## config.mk

```make
export PLATFORM = sky130hd
export DESIGN_NAME = vfcm_front
export DESIGN_NICKNAME = d
export VERILOG_FILES = /design/src/sv/vfcm_pkg.sv /design/src/sv/vfcm_front.sv
export SDC_FILE = /design/constraint.sdc
export NUM_CORES = 1
export LEC_CHECK = 0
export ABC_CLOCK_PERIOD_IN_PS = 2300
export CORE_AREA = 2 2 49 51
export DETAILED_ROUTE_END_ITERATION = 7
export DIE_AREA = 0 0 51 53
export DONT_BUFFER_PORTS = 1
export SLEW_MARGIN = 15
export SYNTH_ARGS = -nofsm -noshare
export SYNTH_HDL_FRONTEND = slang
export SYNTH_SLANG_ARGS = --single-unit
```

## constraint.sdc

```tcl
create_clock -name vclk -period 2.3
set_clock_uncertainty 0.1 [all_clocks]
set_input_delay 0.46 -clock vclk [all_inputs]
set_output_delay 0.46 -clock vclk [all_outputs]
set_load 0.05 [all_outputs]
```

## src/sv/vfcm_pkg.sv

```systemverilog
// ----------------------------------------------------------------------------
// vfcm_pkg
// Shared types and constants of the voxel face-culling mesher.
// ----------------------------------------------------------------------------
package vfcm_pkg;

    // field widths fixed by the stream format
    localparam int COORD_W     = 4;
    localparam int SIZE_W      = 5;
    localparam int VERT_W      = 17;
    localparam int COLOR_DEPTH = 256;
    localparam int COLOR_AW    = 8;

    // empty-cell material id ('.')
    localparam logic [7:0] EMPTY_MARK = 8'd46;

    // vertices taken by one quad
    localparam logic [VERT_W-1:0] VERT_STEP = 17'd4;

    // command codes
    localparam logic [1:0] CMD_WRITE_VOXEL = 2'd0;
    localparam logic [1:0] CMD_WRITE_COLOR = 2'd1;
    localparam logic [1:0] CMD_MESH        = 2'd2;
    localparam logic [1:0] CMD_RESTART     = 2'd3;

    // face directions
    localparam logic [2:0] DIR_POS_X = 3'd0;
    localparam logic [2:0] DIR_NEG_X = 3'd1;
    localparam logic [2:0] DIR_POS_Y = 3'd2;
    localparam logic [2:0] DIR_NEG_Y = 3'd3;
    localparam logic [2:0] DIR_POS_Z = 3'd4;
    localparam logic [2:0] DIR_NEG_Z = 3'd5;

    // lookup steps of one mesh command: the cell itself, then the six neighbors
    localparam int         STEP_W      = 3;
    localparam logic [2:0] STEP_CENTER = 3'd0;
    localparam logic [2:0] STEP_LAST   = 3'd6;

    // configuration register indexes
    localparam logic CFG_EDGE_SIZE   = 1'b0;
    localparam logic CFG_LAYER_COUNT = 1'b1;

    // command queue between front and back
    localparam int QUEUE_DEPTH = 4;
    localparam int QPTR_W      = 2;

    // input request as it sits on s_tdata
    typedef struct packed {
        logic [3:0]         pad;
        logic [7:0]         alpha;
        logic [7:0]         blue;
        logic [7:0]         green;
        logic [7:0]         red;
        logic [7:0]         material;
        logic [COORD_W-1:0] pos_z;
        logic [COORD_W-1:0] pos_y;
        logic [COORD_W-1:0] pos_x;
    } vfcm_in_t;

    // classified command held in the queue
    typedef struct packed {
        logic [1:0]         op;
        logic [COORD_W-1:0] x;
        logic [COORD_W-1:0] y;
        logic [COORD_W-1:0] z;
        logic [7:0]         material;
        logic [31:0]        rgba;
    } vfcm_cmd_t;

    // queue head as seen by the back end
    typedef struct packed {
        logic      valid;
        vfcm_cmd_t cmd;
    } vfcm_head_t;

    // face result as it sits on m_tdata
    typedef struct packed {
        logic [VERT_W-1:0]  first_vertex;
        logic [7:0]         alpha;
        logic [7:0]         blue;
        logic [7:0]         green;
        logic [7:0]         red;
        logic [COORD_W-1:0] cell_z;
        logic [COORD_W-1:0] cell_y;
        logic [COORD_W-1:0] cell_x;
        logic [2:0]         face_dir;
    } vfcm_face_t;

endpackage

```

## src/sv/vfcm_front.sv

```systemverilog
// ----------------------------------------------------------------------------
// vfcm_front
// Takes input requests, decodes the command and drops requests that have
// no effect (voxel writes beyond storage, meshes outside the active grid).
// ----------------------------------------------------------------------------
module vfcm_front
    import vfcm_pkg::*;
#(
    parameter int MAX_EDGE   = 16,
    parameter int MAX_LAYERS = 16
) (
    input  logic              s_tvalid,
    output logic              s_tready,
    input  logic [55:0]       s_tdata,
    input  logic [1:0]        s_tuser,
    input  logic [SIZE_W-1:0] act_edge,
    input  logic [SIZE_W-1:0] act_layers,
    input  logic              clear_busy,
    input  logic              q_full,
    output logic              push,
    output vfcm_cmd_t         push_cmd
);

    vfcm_in_t in_req;
    logic     in_storage;
    logic     in_active;
    logic     keep;

    assign in_req = vfcm_in_t'(s_tdata);

    // bounds of the stored grid and of the active grid
    assign in_storage = (int'(in_req.pos_x) < MAX_EDGE) && (int'(in_req.pos_z) < MAX_EDGE)
                     && (int'(in_req.pos_y) < MAX_LAYERS);
    assign in_active  = ({1'b0, in_req.pos_x} < act_edge) && ({1'b0, in_req.pos_z} < act_edge)
                     && ({1'b0, in_req.pos_y} < act_layers);

    // command classification
    always_comb
    begin
        unique case (s_tuser)
            CMD_WRITE_VOXEL: keep = in_storage;
            CMD_MESH:        keep = in_active;
            default:         keep = 1'b1;
        endcase
    end

    assign s_tready = !q_full && !clear_busy;
    assign push     = s_tvalid && s_tready && keep;

    assign push_cmd.op       = s_tuser;
    assign push_cmd.x        = in_req.pos_x;
    assign push_cmd.y        = in_req.pos_y;
    assign push_cmd.z        = in_req.pos_z;
    assign push_cmd.material = in_req.material;
    assign push_cmd.rgba     = {in_req.red, in_req.green, in_req.blue, in_req.alpha};

endmodule

```

==> out/results.ini <==
[critical_path]
endpoint_kind=output port
critical_path_class=input pin to output port
crit_fanout=2
cp-start-kind=input pin
worstPathRequired_ns=1.74
critPathArrivalTime_ns=1.68

[placement]
io_buffers=0
place.gp.congestion=0.522
placed_cell_area_um2=315
hpwl_um=1010

[synth]
synth_most_common_cell=buf_4
synth_top_cells_by_count=buf_4 (54), ha_1 (9), inv_1 (7)
syn_area_um2=669
synth_area_leaders=buf_4 (61%), ha_1 (17%), a2111oi_4 (4.1%)
yosys_warnings=0
syn_nets=167
synth_cell_type_count=13
ys_seq_area_frac=0
synth_area_leader_cell=buf_4
synth_cells=87
synth_top_area_frac=0.606
syn_avg_cell_area_um2=7.69

[floorplanning]
die_w_um=51
fp-row-count=17
core_region_area_mm2=0.00215
start_util=0.312
die_height_um=53
num_io_pins=127
die_area_mm2=0.00270

[global_routing]
grt-ovfl-total=0
antenna_found_initial=0
track_usage=0.0687
grt_pass1_vias=314
grt_max_degree=4
grt_pass1_wl_um=1440

[sta]
worst_pin_slew_ns=0.350
finalCritPeriodShare=0.973
setup_viol=0
rsz0062_at_grt=false
period_minus_slack_ns=2.24
maxSlewHeadroom=0.766
max_freq_mhz=447
report.final.slew_viol_count=0
hold_viol_final=0

[layout]
layout-drive-gt1-share=0.118
n_sequential_cell=0
multiInputGateArea_um2=248
nClkBuffers=0
final_nets=116
areaGrowthSynthToFinish_pct=-52.7
fin_area_um2=317
regArea_um2=0
antenna_cells=0
nFillCells=242

[power_and_ir_drop]
internal_power_mw=0.0241
p_leak_nw=0.157
power_frac_comb=1.000
switchingPower_mw=0.0278
pwr-share-clk=0
switching_share=0.536
powerDensity_mw_per_mm2=164
ir_drop_mv=0.0407
pwr-share-seq=0
total_power_mw=0.0519

[detailed_routing]
ant_nets=0
vias=286
firstDrtPassIters=3
viasPerCell=4.61
drt_iter0_drc=1
routedWlPerCell_um=17.3
drc=0
wirelength_um=1070

[outcome]
status=finished, final reports clean

[run]
maxCapViolations=0

[clock_tree]
cts_hold_buffers=0
post_cts_buffers=0

[worst_hold_path]
min_path_type=input pin to output port

[cells in the final DEF (no fill, tap or decap), types with 2 or more instances in the layout]
cell / Yosys / layout
nor2_1: 3 / 3
o21ai_0: 3 / 3
ha_1: 9 / 9
nand2b_1: 3 / 3
inv_1: 7 / 6
a21o_1: 2 / 2
[layout make-up]
type               count  area share
inverters              7      0.0830
multi-input cells     26       0.783
well taps             28       0.111
repair buffers         1      0.0237
[metal layers]
metal / wire length (um) / share of wire / global-route usage / up-vias
met4: 27 / 0.025 / 0.0495 / 0
met1: 248 / 0.23 / 0.0505 / 114
met3: 233 / 0.22 / 0.0395 / 10
met5: 0 / 0 / 0 / -
met2: 564 / 0.53 / 0.130 / 40
li1: - / - / - / 122
[critical path: stages]
cell and delay [ns]:
inv_2 0.02, ha_1 0.26, a21o_1 0.15, a21o_1 0.18
a2111oi_4 0.32, o31a_4 0.28
[cells by family (layout without fill, tap and decap cells)]
family,Yosys count,in the layout,synth area share
AO/OA/AOI/OAI,10,10,0.135
adder cells (fa/ha/maj),9,9,0.168
AND/OR/NAND/NOR,7,7,0.0523
buffers and inverters,61,8,0.645
[repair_timing]
action,CTS,global route
setup endpoints to repair,1,1
gates resized for setup,0,2
endpoints found under the hold margin,0,0
pin swaps,3,1
[power groups by stage]
stage | sequential [mW] | combinational [mW] | clock [mW]
floorplan | 0 | 0.296 | 0
global placement | 0 | 0.0515 | 0
detailed placement | 0 | 0.0528 | 0
CTS | 0 | 0.0531 | 0
global route | 0 | 0.0582 | 0
finish | 0 | 0.0519 | 0
[through the flow]
stage	utilization	worst slack, ns	instances	hold WS [ns]	setup TNS [ns]
2_1_floorplan	-	0.0361	87	0.987	0
3_3_place_gp	0.147	-0.0345	62	0.820	-0.0345
3_5_place_dp	0.147	-0.0577	62	0.820	-0.0577
4_1_cts	0.147	0.00973	62	0.820	0
5_1_grt	0.147	0.0126	62	0.820	0
6_report	0.147	0.0628	62	0.820	0
[path summary, 6_finish.rpt]
| kind | start | endpoint | slack [ns] | depth (start not counted) |
|---|---|---|---|---|
| worst max-delay path | act_edge[1] | push | 0.06 | 6 |
| worst min-delay path | s_tdata[30] | push_cmd[18] | 0.82 | 0 |
No activity file was read; power rests on OpenSTA's default activity.
