File: src/sv/vfcm_pkg.sv
// ----------------------------------------------------------------------------
// vfcm_pkg
// Shared types and constants of the voxel face-culling mesher.
// ----------------------------------------------------------------------------
package vfcm_pkg;

    // field widths fixed by the stream format
    localparam int COORD_W     = 4;
    localparam int SIZE_W      = 5;
    localparam int VERT_W      = 17;
    localparam int COLOR_DEPTH = 256;
    localparam int COLOR_AW    = 8;

    // empty-cell material id ('.')
    localparam logic [7:0] EMPTY_MARK = 8'd46;

    // vertices taken by one quad
    localparam logic [VERT_W-1:0] VERT_STEP = 17'd4;

    // command codes
    localparam logic [1:0] CMD_WRITE_VOXEL = 2'd0;
    localparam logic [1:0] CMD_WRITE_COLOR = 2'd1;
    localparam logic [1:0] CMD_MESH        = 2'd2;
    localparam logic [1:0] CMD_RESTART     = 2'd3;

    // face directions
    localparam logic [2:0] DIR_POS_X = 3'd0;
    localparam logic [2:0] DIR_NEG_X = 3'd1;
    localparam logic [2:0] DIR_POS_Y = 3'd2;
    localparam logic [2:0] DIR_NEG_Y = 3'd3;
    localparam logic [2:0] DIR_POS_Z = 3'd4;
    localparam logic [2:0] DIR_NEG_Z = 3'd5;

    // lookup steps of one mesh command: the cell itself, then the six neighbors
    localparam int         STEP_W      = 3;
    localparam logic [2:0] STEP_CENTER = 3'd0;
    localparam logic [2:0] STEP_LAST   = 3'd6;

    // configuration register indexes
    localparam logic CFG_EDGE_SIZE   = 1'b0;
    localparam logic CFG_LAYER_COUNT = 1'b1;

    // command queue between front and back
    localparam int QUEUE_DEPTH = 4;
    localparam int QPTR_W      = 2;

    // input request as it sits on s_tdata
    typedef struct packed {
        logic [3:0]         pad;
        logic [7:0]         alpha;
        logic [7:0]         blue;
        logic [7:0]         green;
        logic [7:0]         red;
        logic [7:0]         material;
        logic [COORD_W-1:0] pos_z;
        logic [COORD_W-1:0] pos_y;
        logic [COORD_W-1:0] pos_x;
    } vfcm_in_t;

    // classified command held in the queue
    typedef struct packed {
        logic [1:0]         op;
        logic [COORD_W-1:0] x;
        logic [COORD_W-1:0] y;
        logic [COORD_W-1:0] z;
        logic [7:0]         material;
        logic [31:0]        rgba;
    } vfcm_cmd_t;

    // queue head as seen by the back end
    typedef struct packed {
        logic      valid;
        vfcm_cmd_t cmd;
    } vfcm_head_t;

    // face result as it sits on m_tdata
    typedef struct packed {
        logic [VERT_W-1:0]  first_vertex;
        logic [7:0]         alpha;
        logic [7:0]         blue;
        logic [7:0]         green;
        logic [7:0]         red;
        logic [COORD_W-1:0] cell_z;
        logic [COORD_W-1:0] cell_y;
        logic [COORD_W-1:0] cell_x;
        logic [2:0]         face_dir;
    } vfcm_face_t;

endpackage

File: src/sv/vfcm_queue.sv
// ----------------------------------------------------------------------------
// vfcm_queue
// Small command FIFO between the front and the back end.
// ----------------------------------------------------------------------------
module vfcm_queue
    import vfcm_pkg::*;
(
    input  logic       clk,
    input  logic       rst_n,
    input  logic       push,
    input  vfcm_cmd_t  push_cmd,
    output logic       full,
    input  logic       pop,
    output vfcm_head_t head
);

    vfcm_cmd_t         q_mem_reg [QUEUE_DEPTH];
    logic [QPTR_W-1:0] wr_ptr_reg;
    logic [QPTR_W-1:0] wr_ptr_next;
    logic [QPTR_W-1:0] rd_ptr_reg;
    logic [QPTR_W-1:0] rd_ptr_next;
    logic [QPTR_W:0]   count_reg;
    logic [QPTR_W:0]   count_next;

    assign full       = (count_reg == (QPTR_W+1)'(QUEUE_DEPTH));
    assign head.valid = (count_reg != '0);
    assign head.cmd   = q_mem_reg[rd_ptr_reg];

    // pointer and fill update
    always_comb
    begin
        wr_ptr_next = push ? wr_ptr_reg + 1'b1 : wr_ptr_reg;
        rd_ptr_next = pop ? rd_ptr_reg + 1'b1 : rd_ptr_reg;
        count_next  = count_reg;
        if (push && !pop)
        begin
            count_next = count_reg + 1'b1;
        end
        else if (pop && !push)
        begin
            count_next = count_reg - 1'b1;
        end
    end

    always_ff @(posedge clk or negedge rst_n)
    begin
        if (!rst_n)
        begin
            wr_ptr_reg <= '0;
            rd_ptr_reg <= '0;
            count_reg  <= '0;
        end
        else
        begin
            wr_ptr_reg <= wr_ptr_next;
            rd_ptr_reg <= rd_ptr_next;
            count_reg  <= count_next;
        end
    end

    // storage
    always_ff @(posedge clk)
    begin
        if (push)
        begin
            q_mem_reg[wr_ptr_reg] <= push_cmd;
        end
    end

endmodule

File: config.mk
export PLATFORM = sky130hd
export DESIGN_NAME = vfcm_queue
export DESIGN_NICKNAME = d
export VERILOG_FILES = /design/src/sv/vfcm_pkg.sv /design/src/sv/vfcm_queue.sv
export SDC_FILE = /design/constraint.sdc
export NUM_CORES = 1
export LEC_CHECK = 0
export BUFFER_PORTS_ARGS = -buffer_cell sky130_fd_sc_hd__buf_4
export CELL_PAD_IN_SITES_DETAIL_PLACEMENT = 0
export CELL_PAD_IN_SITES_GLOBAL_PLACEMENT = 1
export CORE_MARGIN = 8
export CORE_UTILIZATION = 30
export DETAILED_ROUTE_END_ITERATION = 16
export PLACE_DENSITY = 0.58
export RECOVER_POWER = 25
export REMOVE_ABC_BUFFERS = 1
export SLEW_MARGIN = 10
export SYNTH_ARGS = -nofsm -noshare
export SYNTH_HDL_FRONTEND = slang
export SYNTH_SLANG_ARGS = --single-unit
export TNS_END_PERCENT = 30
File: constraint.sdc
create_clock -name clk -period 2.4 [get_ports clk]
set_input_delay 0.24 -clock clk [delete_from_list [all_inputs] [get_ports clk]]
set_output_delay 0.24 -clock clk [all_outputs]
set_load 0.01 [all_outputs]
==> impl_metrics.json <==
{
  "gp_congestion": 0.6579,
  "clkTransAtPathRegs_ns": 0.06,
  "p_int_mw": 9.185,
  "port_buffers": 113,
  "p_sw_mw": 3.560,
  "rows": 60,
  "hpwl_um": 10290,
  "worst-endpoint-required_ns": 2.16,
  "grt_use_met1_pct": 12.05,
  "worst_slack_ns": 0.1857,
  "synth_flop_cell": "edfxtp_1",
  "crit_start": "rd_ptr_reg[0]",
  "viasPerCell": 4.494,
  "grt_setup_unrepaired": "false",
  "grtUsageMet2_pct": 18.27,
  "ys_ff_latch": 223,
  "r2r-start": "wr_ptr_reg[0]",
  "seqPwrFrac_pct": 41.7,
  "yosysWarningCount": 0,
  "ys_top_cells_by_area": "edfxtp_1, mux4_2, dfrtp_1, ha_1, buf_6",
  "synth_edf_count": 216,
  "cts.sinks": 223,
  "path_class": "flop to primary output",
  "tns_ns": 0,
  "synth.most_common_cell": "edfxtp_1",
  "wire_per_inst_um": 19.14,
  "ios": 114,
  "area_delta_synth_final_pct": 31.62,
  "skew_ns": 0.01003,
  "syn_avg_cell_area_um2": 25.91,
  "post-route-util_pct": 40.10,
  "power.density_nw_per_um2": 1183,
  "peakVddDrop_mv": 0.5742,
  "drive_gt1_share_pct": 35.34,
  "cts_tree": "done",
  "grt-ovfl-total": 0,
  "fin_crit_ns": 2.214,
  "gr-usage-met3_pct": 2.628,
  "critical_path_arrival_ns": 1.97,
  "first_pass_iters": 4,
  "grt_pass1_vias": 4499,
  "track_usage_pct": 10.23,
  "pre_cts_slack_ns": 0.4449,
  "fp.dieH_um": 181.2,
  "clock.fmax_ghz": 0.4516,
  "clockBufferDepth": 3,
  "synth.distinct_cells": 18,
  "grt_max_degree": 34,
  "diodes": 0,
  "synth_top_area_share_pct": 79.22,
  "syn_inst": 316,
  "final_nets": 578,
  "pwr-share-comb_pct": 31.7,
  "end_kind": "primary output",
  "drc": 0,
  "synth_area_um2": 8188,
  "wirelength_um": 16710,
  "vias": 3923,
  "ant_nets": 0,
  "largest_reg_flops": 216,
  "fillers": 2426,
  "dieArea_um2": 32840,
  "hold_path_class": "primary input to async pin",
  "initial_core_util_pct": 30.47,
  "fin_crit_sh_pct": 92.26,
  "status": "completed",
  "cts_inserted_buffers": 24,
  "grt_first_pass_wirelength_um": 26300,
  "antenna_found_initial": 0,
  "setup_viol": 0,
  "ys_top_cells_by_count": "edfxtp_1, mux4_2, dfrtp_1, buf_2",
  "synth_seq_area_share_pct": 81.36,
  "synth.largest_area_cell": "edfxtp_1",
  "swShare_pct": 27.93,
  "finalHoldViolCount": 0,
  "cp-start-kind": "flop",
  "leakage_nw": 3.645,
  "clock_power_share_pct": 26.6,
  "drtIter0Drc": 101,
  "core_area_um2": 26880,
  "async_flop_share_pct": 3.139,
  "worstPathMaxFanout": 19,
  "clock-root-buffer": "clkbuf_16",
  "final_max_slew_viol_count": 0,
  "maxSlewHeadroom_pct": 63.85,
  "grt.busiest_layer": "met2",
  "drv_cap": 0,
  "worstMarginPinSlew_ns": 0.5422,
  "htree_levels": 1,
  "clk_latency_ns": 0.50,
  "die_w_um": 181.2
}
[critical path, cell delays in order, from the launching register on]
cell	delay, ns
dfrtp_4	0.52
buf_12	0.23
mux4_2	0.55
buf_4	0.16
[path summary, 6_finish.rpt]
check,to,slack [ns],depth (start not counted)
max,head[45],0.19,3
min reg2reg,count_reg[2],0.49,1
max reg2reg,q_mem_reg[2][10],0.71,4
max in group asynchronous,rd_ptr_reg[0],1.87,2
min,count_reg[1],0.19,2
min in group clk,rd_ptr_reg[0],0.49,3
[cell usage in the layout (no fill, tap or decap), drive strengths merged]
master,n
edfxtp,216
buf,94
clkbuf,62
dlygate4sd3,57
mux4,54
clkinv,12
dfrtp,7
ha,5
inv,4
and2,4
xor2,4
xnor2,2
nand2,2
clkinvlp,2
or3,1
nor3b,1
mux2,1
o21ai,1
nor2,1
fa,1
bufinv,1
[layout make-up]
| class | instances | area, um^2 | share of cell area, % |
|---|---|---|---|
| clock buffer | 29 | 640.6 | 5.944 |
| clock inverter | 15 | 100.1 | 0.9288 |
| multi-input combinational | 77 | 1428 | 13.25 |
| timing repair buffer | 184 | 1500 | 13.92 |
| tap | 341 | 426.7 | 3.959 |
| sequential | 223 | 6666 | 61.86 |
| inverter | 4 | 15.01 | 0.1393 |
[what timing repair did]
item,CTS,global route
buffers inserted,1,0
setup endpoints to repair,41,0
hold buffers,57,0
hold endpoints to repair,227,0
resized for setup,0,0
[through the flow]
stage | cell area (um^2) | hold WS, ns | power, mW | std cells
2_1_floorplan | 8094 | -0.05559 | 7.532 | 304
3_3_place_gp | 9569 | 0.06147 | 9.430 | 771
3_5_place_dp | 9569 | 0.06392 | 9.510 | 771
4_1_cts | 10900 | 0.04819 | 13.10 | 873
5_1_grt | 10780 | 0.2078 | 13.42 | 873
6_report | 10780 | 0.1888 | 12.75 | 873
[metal layers]
metal,vias up,part of all wire (%),wire length (um)
li1,1748,-,-
met4,0,2.4,400
met3,25,4.9,816
met5,-,0,0
met2,95,52,8697
met1,2055,41,6797
[logic make-up (layout without fill, tap and decap cells)]
kind of cell	count (synthesis)	in the layout	share of synthesized area [%]
flip-flops	223	223	81.36
AO/OA/AOI/OAI	1	1	0.06107
buffers and inverters	16	232	1.329
multiplexers	55	55	14.99
adder cells (fa/ha/maj)	6	6	1.009
XOR/XNOR	6	6	0.6418
AND/OR/NAND/NOR	9	9	0.6113
[power groups by stage]
stage	combinational (mW)	clock (mW)	sequential [mW]
after floorplan	1.88	0	5.65
after global placement	4.01	0	5.42
after detailed placement	4.04	0	5.47
after CTS	4.25	3.52	5.33
after global routing	4.40	3.64	5.38
final	4.04	3.39	5.32
Note: power is estimated with default switching activity, not from simulation.
